### config.mk
export PLATFORM = sky130hd
export DESIGN_NAME = uvs_divider
export DESIGN_NICKNAME = d
export VERILOG_FILES = /design/src/uvs_pkg.sv /design/src/uvs_divider.sv
export SDC_FILE = /design/constraint.sdc
export NUM_CORES = 2
export LEC_CHECK = 0
export BUFFER_PORTS_ARGS = -buffer_cell sky130_fd_sc_hd__buf_4
export CAP_MARGIN = 20
export CORE_AREA = 2 2 732 370
export DETAILED_ROUTE_END_ITERATION = 10
export DIE_AREA = 0 0 734 372
export REMOVE_ABC_BUFFERS = 1
export SLEW_MARGIN = 20
export SYNTH_ARGS = -nofsm -noshare
export SYNTH_HDL_FRONTEND = slang
export SYNTH_SLANG_ARGS = --single-unit
### constraint.sdc
create_clock -name aclk -period 8.5 [get_ports aclk]
set_input_delay 0.85 -clock aclk [delete_from_list [all_inputs] [get_ports aclk]]
set_output_delay 0.85 -clock aclk [all_outputs]
set_load 0.05 [all_outputs]
### src/uvs_pkg.sv
package uvs_pkg;

    localparam int MAX_SEGMENTS_DEF = 1024;
    localparam int ANGLE_STAGES_DEF = 16;

    localparam logic [2:0] REG_RADIUS      = 3'd0;
    localparam logic [2:0] REG_LAT_BANDS   = 3'd1;
    localparam logic [2:0] REG_LON_STEPS   = 3'd2;
    localparam logic [2:0] REG_TEX_ENABLE  = 3'd3;
    localparam logic [2:0] REG_TEX_MAPPING = 3'd4;

    localparam logic [1:0] TEX_AZIMUTHAL   = 2'd0;
    localparam logic [1:0] TEX_CYLINDRICAL = 2'd1;
    localparam logic [1:0] TEX_NONE        = 2'd2;

    localparam logic [1:0] QUAD_I   = 2'd0;
    localparam logic [1:0] QUAD_II  = 2'd1;
    localparam logic [1:0] QUAD_III = 2'd2;

    localparam logic [30:0] RADIUS_RESET    = 31'd65536;
    localparam logic [10:0] LAT_BANDS_RESET = 11'd16;
    localparam logic [10:0] LON_STEPS_RESET = 11'd32;

    localparam int DIV_FRAC   = 32;
    localparam int DIV_STEPS  = 2;
    localparam int DIV_STAGES = DIV_FRAC / DIV_STEPS;

    localparam logic signed [32:0] ONE30       = 33'sd1073741824;
    localparam logic signed [32:0] CORDIC_GAIN = 33'sd652032874;

    typedef struct packed {
        logic err;
        logic last;
    } div_side_t;

    typedef struct packed {
        logic        err;
        logic        last;
        logic [30:0] arc;
        logic [15:0] cu;
        logic [15:0] cv;
    } vtx_side_t;

    function automatic logic signed [31:0] cordic_atan(input int k);
        logic signed [31:0] a;
        case (k)
            0:  a = 32'sd536870912;
            1:  a = 32'sd316933406;
            2:  a = 32'sd167458907;
            3:  a = 32'sd85004756;
            4:  a = 32'sd42667331;
            5:  a = 32'sd21354465;
            6:  a = 32'sd10679838;
            7:  a = 32'sd5340245;
            8:  a = 32'sd2670163;
            9:  a = 32'sd1335087;
            10: a = 32'sd667544;
            11: a = 32'sd333772;
            12: a = 32'sd166886;
            13: a = 32'sd83443;
            14: a = 32'sd41722;
            15: a = 32'sd20861;
            16: a = 32'sd10430;
            17: a = 32'sd5215;
            18: a = 32'sd2608;
            19: a = 32'sd1304;
            20: a = 32'sd652;
            21: a = 32'sd326;
            22: a = 32'sd163;
            23: a = 32'sd81;
            default: a = 32'sd0;
        endcase
        return a;
    endfunction

    // one restoring step: {quotient bit, new remainder}
    function automatic logic [11:0] div_step(input logic [10:0] rem, input logic [10:0] den);
        logic [11:0] t;
        logic [11:0] d;
        t = {rem, 1'b0};
        d = {1'b0, den};
        if (t >= d) begin
            return {1'b1, 11'(t - d)};
        end
        return {1'b0, t[10:0]};
    endfunction

    function automatic logic signed [63:0] rnd64(input logic signed [63:0] v, input int s);
        logic signed [63:0] h;
        h = 64'sd1 <<< (s - 1);
        return (v + h) >>> s;
    endfunction

    function automatic logic [15:0] sat16(input logic signed [63:0] v);
        if (v > 64'sd32767) begin
            return 16'h7fff;
        end
        if (v < -64'sd32768) begin
            return 16'h8000;
        end
        return v[15:0];
    endfunction

    function automatic logic [15:0] clamp_tex(input logic signed [63:0] v);
        if (v > 64'sd32768) begin
            return 16'd32768;
        end
        if (v < 64'sd0) begin
            return 16'd0;
        end
        return v[15:0];
    endfunction

endpackage

### src/uvs_divider.sv
module uvs_divider (
    input  logic               aclk,
    input  logic               aresetn,
    input  logic               en,
    input  logic               in_valid,
    input  logic [10:0]        num_a,
    input  logic [10:0]        den_a,
    input  logic [10:0]        num_b,
    input  logic [10:0]        den_b,
    input  uvs_pkg::div_side_t side_in,
    output logic               out_valid,
    output logic [32:0]        quo_a,
    output logic [32:0]        quo_b,
    output uvs_pkg::div_side_t side_out
);
    import uvs_pkg::*;

    logic        vld_reg  [0:DIV_STAGES];
    div_side_t   side_reg [0:DIV_STAGES];
    logic [10:0] rem_a_reg [0:DIV_STAGES];
    logic [10:0] rem_b_reg [0:DIV_STAGES];
    logic [32:0] quo_a_reg [0:DIV_STAGES];
    logic [32:0] quo_b_reg [0:DIV_STAGES];

    logic int_a;
    logic int_b;

    // integer step: numerators never exceed the divisor on accepted work
    assign int_a = (num_a >= den_a);
    assign int_b = (num_b >= den_b);

    always_ff @(posedge aclk) begin
        if (!aresetn) begin
            vld_reg[0] <= 1'b0;
        end else if (en) begin
            vld_reg[0] <= in_valid;
        end
    end

    always_ff @(posedge aclk) begin
        if (en) begin
            side_reg[0]  <= side_in;
            rem_a_reg[0] <= int_a ? 11'(num_a - den_a) : num_a;
            rem_b_reg[0] <= int_b ? 11'(num_b - den_b) : num_b;
            quo_a_reg[0] <= {32'd0, int_a};
            quo_b_reg[0] <= {32'd0, int_b};
        end
    end

    for (genvar k = 0; k < DIV_STAGES; k++) begin : g_stage
        logic [10:0] ra_next;
        logic [10:0] rb_next;
        logic [32:0] qa_next;
        logic [32:0] qb_next;
        logic [11:0] sa;
        logic [11:0] sb;

        always_comb begin
            ra_next = rem_a_reg[k];
            rb_next = rem_b_reg[k];
            qa_next = quo_a_reg[k];
            qb_next = quo_b_reg[k];
            sa = 12'd0;
            sb = 12'd0;
            for (int i = 0; i < DIV_STEPS; i++) begin
                sa = div_step(ra_next, den_a);
                sb = div_step(rb_next, den_b);
                ra_next = sa[10:0];
                rb_next = sb[10:0];
                qa_next = {qa_next[31:0], sa[11]};
                qb_next = {qb_next[31:0], sb[11]};
            end
        end

        always_ff @(posedge aclk) begin
            if (!aresetn) begin
                vld_reg[k+1] <= 1'b0;
            end else if (en) begin
                vld_reg[k+1] <= vld_reg[k];
            end
        end

        always_ff @(posedge aclk) begin
            if (en) begin
                side_reg[k+1]  <= side_reg[k];
                rem_a_reg[k+1] <= ra_next;
                rem_b_reg[k+1] <= rb_next;
                quo_a_reg[k+1] <= qa_next;
                quo_b_reg[k+1] <= qb_next;
            end
        end
    end

    assign out_valid = vld_reg[DIV_STAGES];
    assign quo_a     = quo_a_reg[DIV_STAGES];
    assign quo_b     = quo_b_reg[DIV_STAGES];
    assign side_out  = side_reg[DIV_STAGES];

endmodule

==> impl_results.html <==
<table>
<tr><th>Metric</th><th>Value</th></tr>
<tr><th colspan="2">Floorplan</th></tr>
<tr><td>X dimension of the die</td><td>734 um</td></tr>
<tr><td>Total core area</td><td>0.268 sq mm</td></tr>
<tr><td>Full die area</td><td>0.273 sq mm</td></tr>
<tr><td>Count of boundary I/O pins</td><td>approximately 120</td></tr>
<tr><td>Row count</td><td>135</td></tr>
<tr><td>DIE HEIGHT</td><td>372 um</td></tr>
<tr><td>Initial core utilization</td><td>24.8%</td></tr>
<tr><th colspan="2">Worst setup path</th></tr>
<tr><td>Worst Setup Start Kind</td><td>input pin</td></tr>
<tr><td>Kind of critical path</td><td>in2reg</td></tr>
<tr><td>Cell family with the largest share of critical-path delay</td><td>compound AO/OA/AOI/OAI gates</td></tr>
<tr><td>Maximum fanout encountered on the critical timing path</td><td>18</td></tr>
<tr><td>Buffer and inverter count on the worst path</td><td>4</td></tr>
<tr><td>WP data required</td><td>about 9.0 ns</td></tr>
<tr><td>Cell at the slowest stage of the critical path</td><td>o21ai_0</td></tr>
<tr><td>Crit path DAT</td><td>6.86 ns</td></tr>
<tr><td>Series of cell instances along the critical path</td><td>buf_4 &gt; inv_1 &gt; ha_1 &gt; nor2_1 &gt; a21oi_1 &gt; o211ai_1 &gt; and4_1 &gt; or2_0 &gt; o21ai_0 &gt; ha_1 &gt; o21a_1 &gt; o31a_1 &gt; o41ai_1 &gt; buf_4 &gt; o211ai_1 &gt; a21oi_1 &gt; o211ai_1 &gt; buf_4 &gt; mux2_2</td></tr>
<tr><td>Stage delay of the slowest cell on the critical path</td><td>~0.72 ns</td></tr>
<tr><td>Critical Path Sink Type</td><td>register</td></tr>
<tr><th colspan="2">STA</th></tr>
<tr><td>Final max-slew violation count</td><td>0</td></tr>
<tr><td>Shortest period the worst path allows</td><td>6.37 ns</td></tr>
<tr><td>Number of failing hold endpoints at the final stage</td><td>0</td></tr>
<tr><td>Worst slew margin</td><td>24.8%</td></tr>
<tr><td>Setup repair after global routing missed its margin</td><td>no</td></tr>
<tr><td>Clock tree skew after final layout</td><td>about 0.097 ns</td></tr>
<tr><td>Max Freq</td><td>0.157 GHz</td></tr>
<tr><td>Total setup violations reported at the end of the flow</td><td>0</td></tr>
<tr><td>Actual slew at the worst max-slew pin</td><td>1.13 ns</td></tr>
<tr><td>Total negative slack</td><td>0 ns</td></tr>
<tr><td>Post-route clock period utilization</td><td>74.9%</td></tr>
<tr><th colspan="2">Route</th></tr>
<tr><td>First-pass detailed-route iteration total</td><td>7</td></tr>
<tr><td>Via count</td><td>slightly below 50,000</td></tr>
<tr><td>Initial detailed-routing violation count</td><td>4,609</td></tr>
<tr><td>Per-cell via count in the routed design</td><td>4.87</td></tr>
<tr><td>Routed WL</td><td>172,000 um</td></tr>
<tr><td>Drt wl/cell</td><td>17.2 um</td></tr>
<tr><td>Remaining antenna violation count</td><td>0</td></tr>
<tr><td>Residual DRC</td><td>0</td></tr>
<tr><th colspan="2">Placed design</th></tr>
<tr><td>Final RePlAce weighted congestion</td><td>0.902</td></tr>
<tr><td>Post-detailed-placement half-perimeter wirelength</td><td>between 100,000 and 150,000 um</td></tr>
<tr><td>PortBufs</td><td>118</td></tr>
<tr><th colspan="2">Global route</th></tr>
<tr><td>Aggregate global routing overflow</td><td>0</td></tr>
<tr><td>Pin count of the biggest net entering global routing</td><td>142</td></tr>
<tr><td>Antenna violations before repair</td><td>6</td></tr>
<tr><td>Via count of the first global-routing pass</td><td>45,400</td></tr>
<tr><td>All-layer global routing usage</td><td>12.1%</td></tr>
<tr><td>First-pass GRT wire length</td><td>between 200,000 and 300,000 um</td></tr>
<tr><th colspan="2">Clock network</th></tr>
<tr><td>Buffers inserted by post-CTS timing repair</td><td>0</td></tr>
<tr><td>Buffer cell driving the clock tree root</td><td>clkbuf_16</td></tr>
<tr><td>Total clock sinks</td><td>981</td></tr>
<tr><td>Reg clk slew, reported paths</td><td>0.07 ns</td></tr>
<tr><td>H-tree Lvls</td><td>3</td></tr>
<tr><td>Clock latency at the later pin of the worst-skew pair</td><td>0.74 ns</td></tr>
<tr><td>Clock tree buffer depth</td><td>3</td></tr>
<tr><td>Number of gates given a new drive strength after cts</td><td>0</td></tr>
<tr><td>TritonCTS clock tree</td><td>yes</td></tr>
<tr><td>Clock buffers created by TritonCTS</td><td>roughly 100</td></tr>
<tr><td>Number of buffers inserted for hold repair after clock tree synthesis</td><td>0</td></tr>
<tr><th colspan="2">Yosys</th></tr>
<tr><td>Async S/R FF share, synth</td><td>0%</td></tr>
<tr><td>Total of flip-flops plus latches after synthesis</td><td>981</td></tr>
<tr><td>Top cells by area in the synthesized netlist</td><td>edfxtp_1, ha_1, mux2_2</td></tr>
<tr><td>Post-synthesis sequential area ratio</td><td>approximately 44%</td></tr>
<tr><td>Mean Syn Cell Area</td><td>10.8 sq um</td></tr>
<tr><td>Leading cell type by number of instances after synthesis</td><td>edfxtp_1</td></tr>
<tr><td>Cell variety after synth</td><td>72</td></tr>
<tr><td>Number of enable flip-flop cells after synthesis</td><td>980</td></tr>
<tr><td>Top_reg_cell synth</td><td>edfxtp_1</td></tr>
<tr><td>Area of the mapped netlist</td><td>0.0663 sq mm</td></tr>
<tr><td>Cells after synthesis</td><td>6,145</td></tr>
<tr><td>Most common library cells after synthesis</td><td>edfxtp_1, ha_1, nor2_1</td></tr>
<tr><td>Synth warn</td><td>0</td></tr>
<tr><td>Leading area contributor after synthesis</td><td>edfxtp_1</td></tr>
<tr><td>Area fraction of the dominant cell type after synthesis</td><td>44.4%</td></tr>
<tr><th colspan="2">Job</th></tr>
<tr><td>Total of max-cap violations</td><td>0</td></tr>
<tr><th colspan="2">Status</th></tr>
<tr><td>Status</td><td>complete, no violations</td></tr>
<tr><th colspan="2">Cells and area</th></tr>
<tr><td>Area overhead of the layout relative to synthesis</td><td>13.9%</td></tr>
<tr><td>Fraction of final layout cells with drive strength greater than 1</td><td>approximately an eighth</td></tr>
<tr><td>Number of nets in the final layout</td><td>roughly 7,000</td></tr>
<tr><th colspan="2">Worst hold path</th></tr>
<tr><td>Class of the most critical hold timing path</td><td>in2reg</td></tr>
</table>
==> cell type report <==
class                           count  area (sq um)
Antenna cell                        6          15.0
Timing Repair Buffer              207          1690
Multi-Input combinational cell   4720         35200
Clock buffer                      113          2610
Clock inverter                     76           908
Tap cell                         3562          4460
Fill cell                       27500        192000
Sequential cell                   981         29400
Inverter                          329          1230
==> layer usage <==
metal / share of wire (%) / track usage, % / wire length [um] / vias to the layer above
met5: 0.012 / 0 / 21 / -
met4: 2.0 / 2.68 / 3350 / 4
met3: 7.6 / 2.47 / 13000 / 216
met2: 37 / 15.7 / 62900 / 1600
met1: 54 / 19.7 / 92400 / 23300
li1: - / - / - / 23600
==> per-stage QoR <==
step / util [%] / worst slack (ns) / std cells / hold slack [ns] / area (sq um)
global placement: 26.9 / 1.64 / 9796 / 0.400 / 72000
detailed placement: 26.9 / 1.68 / 9798 / 0.405 / 72000
finish: 28.2 / 2.13 / 9994 / 0.295 / 75500
floorplan: - / 2.67 / 6030 / 0.400 / 65800
CTS: 28.2 / 2.50 / 9987 / 0.180 / 75500
global route: 28.2 / 2.04 / 9991 / 0.204 / 75500
==> path summary, 6_finish.rpt <==
kind / startpoint / end / slack, ns / cells past startpoint
worst min-delay path: side_in[0] / side_reg[0][0] / 0.30 / 1
worst min register to register: quo_b_reg[0][310] / quo_b_reg[0][345] / 0.33 / 0
worst max-delay path: den_b[2] / rem_b_reg[0][43] / 2.13 / 19
worst max register to register: rem_b_reg[0][23] / rem_b_reg[0][43] / 2.46 / 17
==> cell usage in the layout, fill, tap and decap left out, types with 39 or more instances in the layout <==
cell	Yosys	routed
a21oi_1	457	457
clkbuf_16	0	103
mux2_2	276	276
or2_2	45	45
a211o_1	39	39
nor3_1	139	139
buf_4	3	196
o31ai_1	43	43
o21ai_0	443	443
a211oi_1	82	82
o211ai_1	43	43
inv_1	325	319
nand2_1	235	235
o21a_1	96	96
a21o_1	82	82
nor2b_1	157	157
nand3_1	93	93
xor2_1	159	159
ha_1	692	692
or3_1	71	71
xnor2_1	261	261
edfxtp_1	980	980
and2_1	89	89
nor2_1	526	526
and3_1	79	79
nand2b_1	76	76
mux2i_1	40	40
==> kinds of logic (layout without fill, tap and decap cells) <==
group,count (synthesis),count (layout),share of synthesized area [%]
AO/OA/AOI/OAI,1622,1622,15.6
AND/OR/NAND/NOR,1619,1619,12.1
flip-flops,981,981,44.4
adder cells (fa/ha/maj),726,726,14.1
buffers and inverters,444,725,2.58
XOR/XNOR,420,420,5.55
multiplexers,333,333,5.66
other,0,6,0
Power is left out: the tool's default activity adds up to more than one toggle a clock period on the data nets, which glitch-free logic cannot reach.
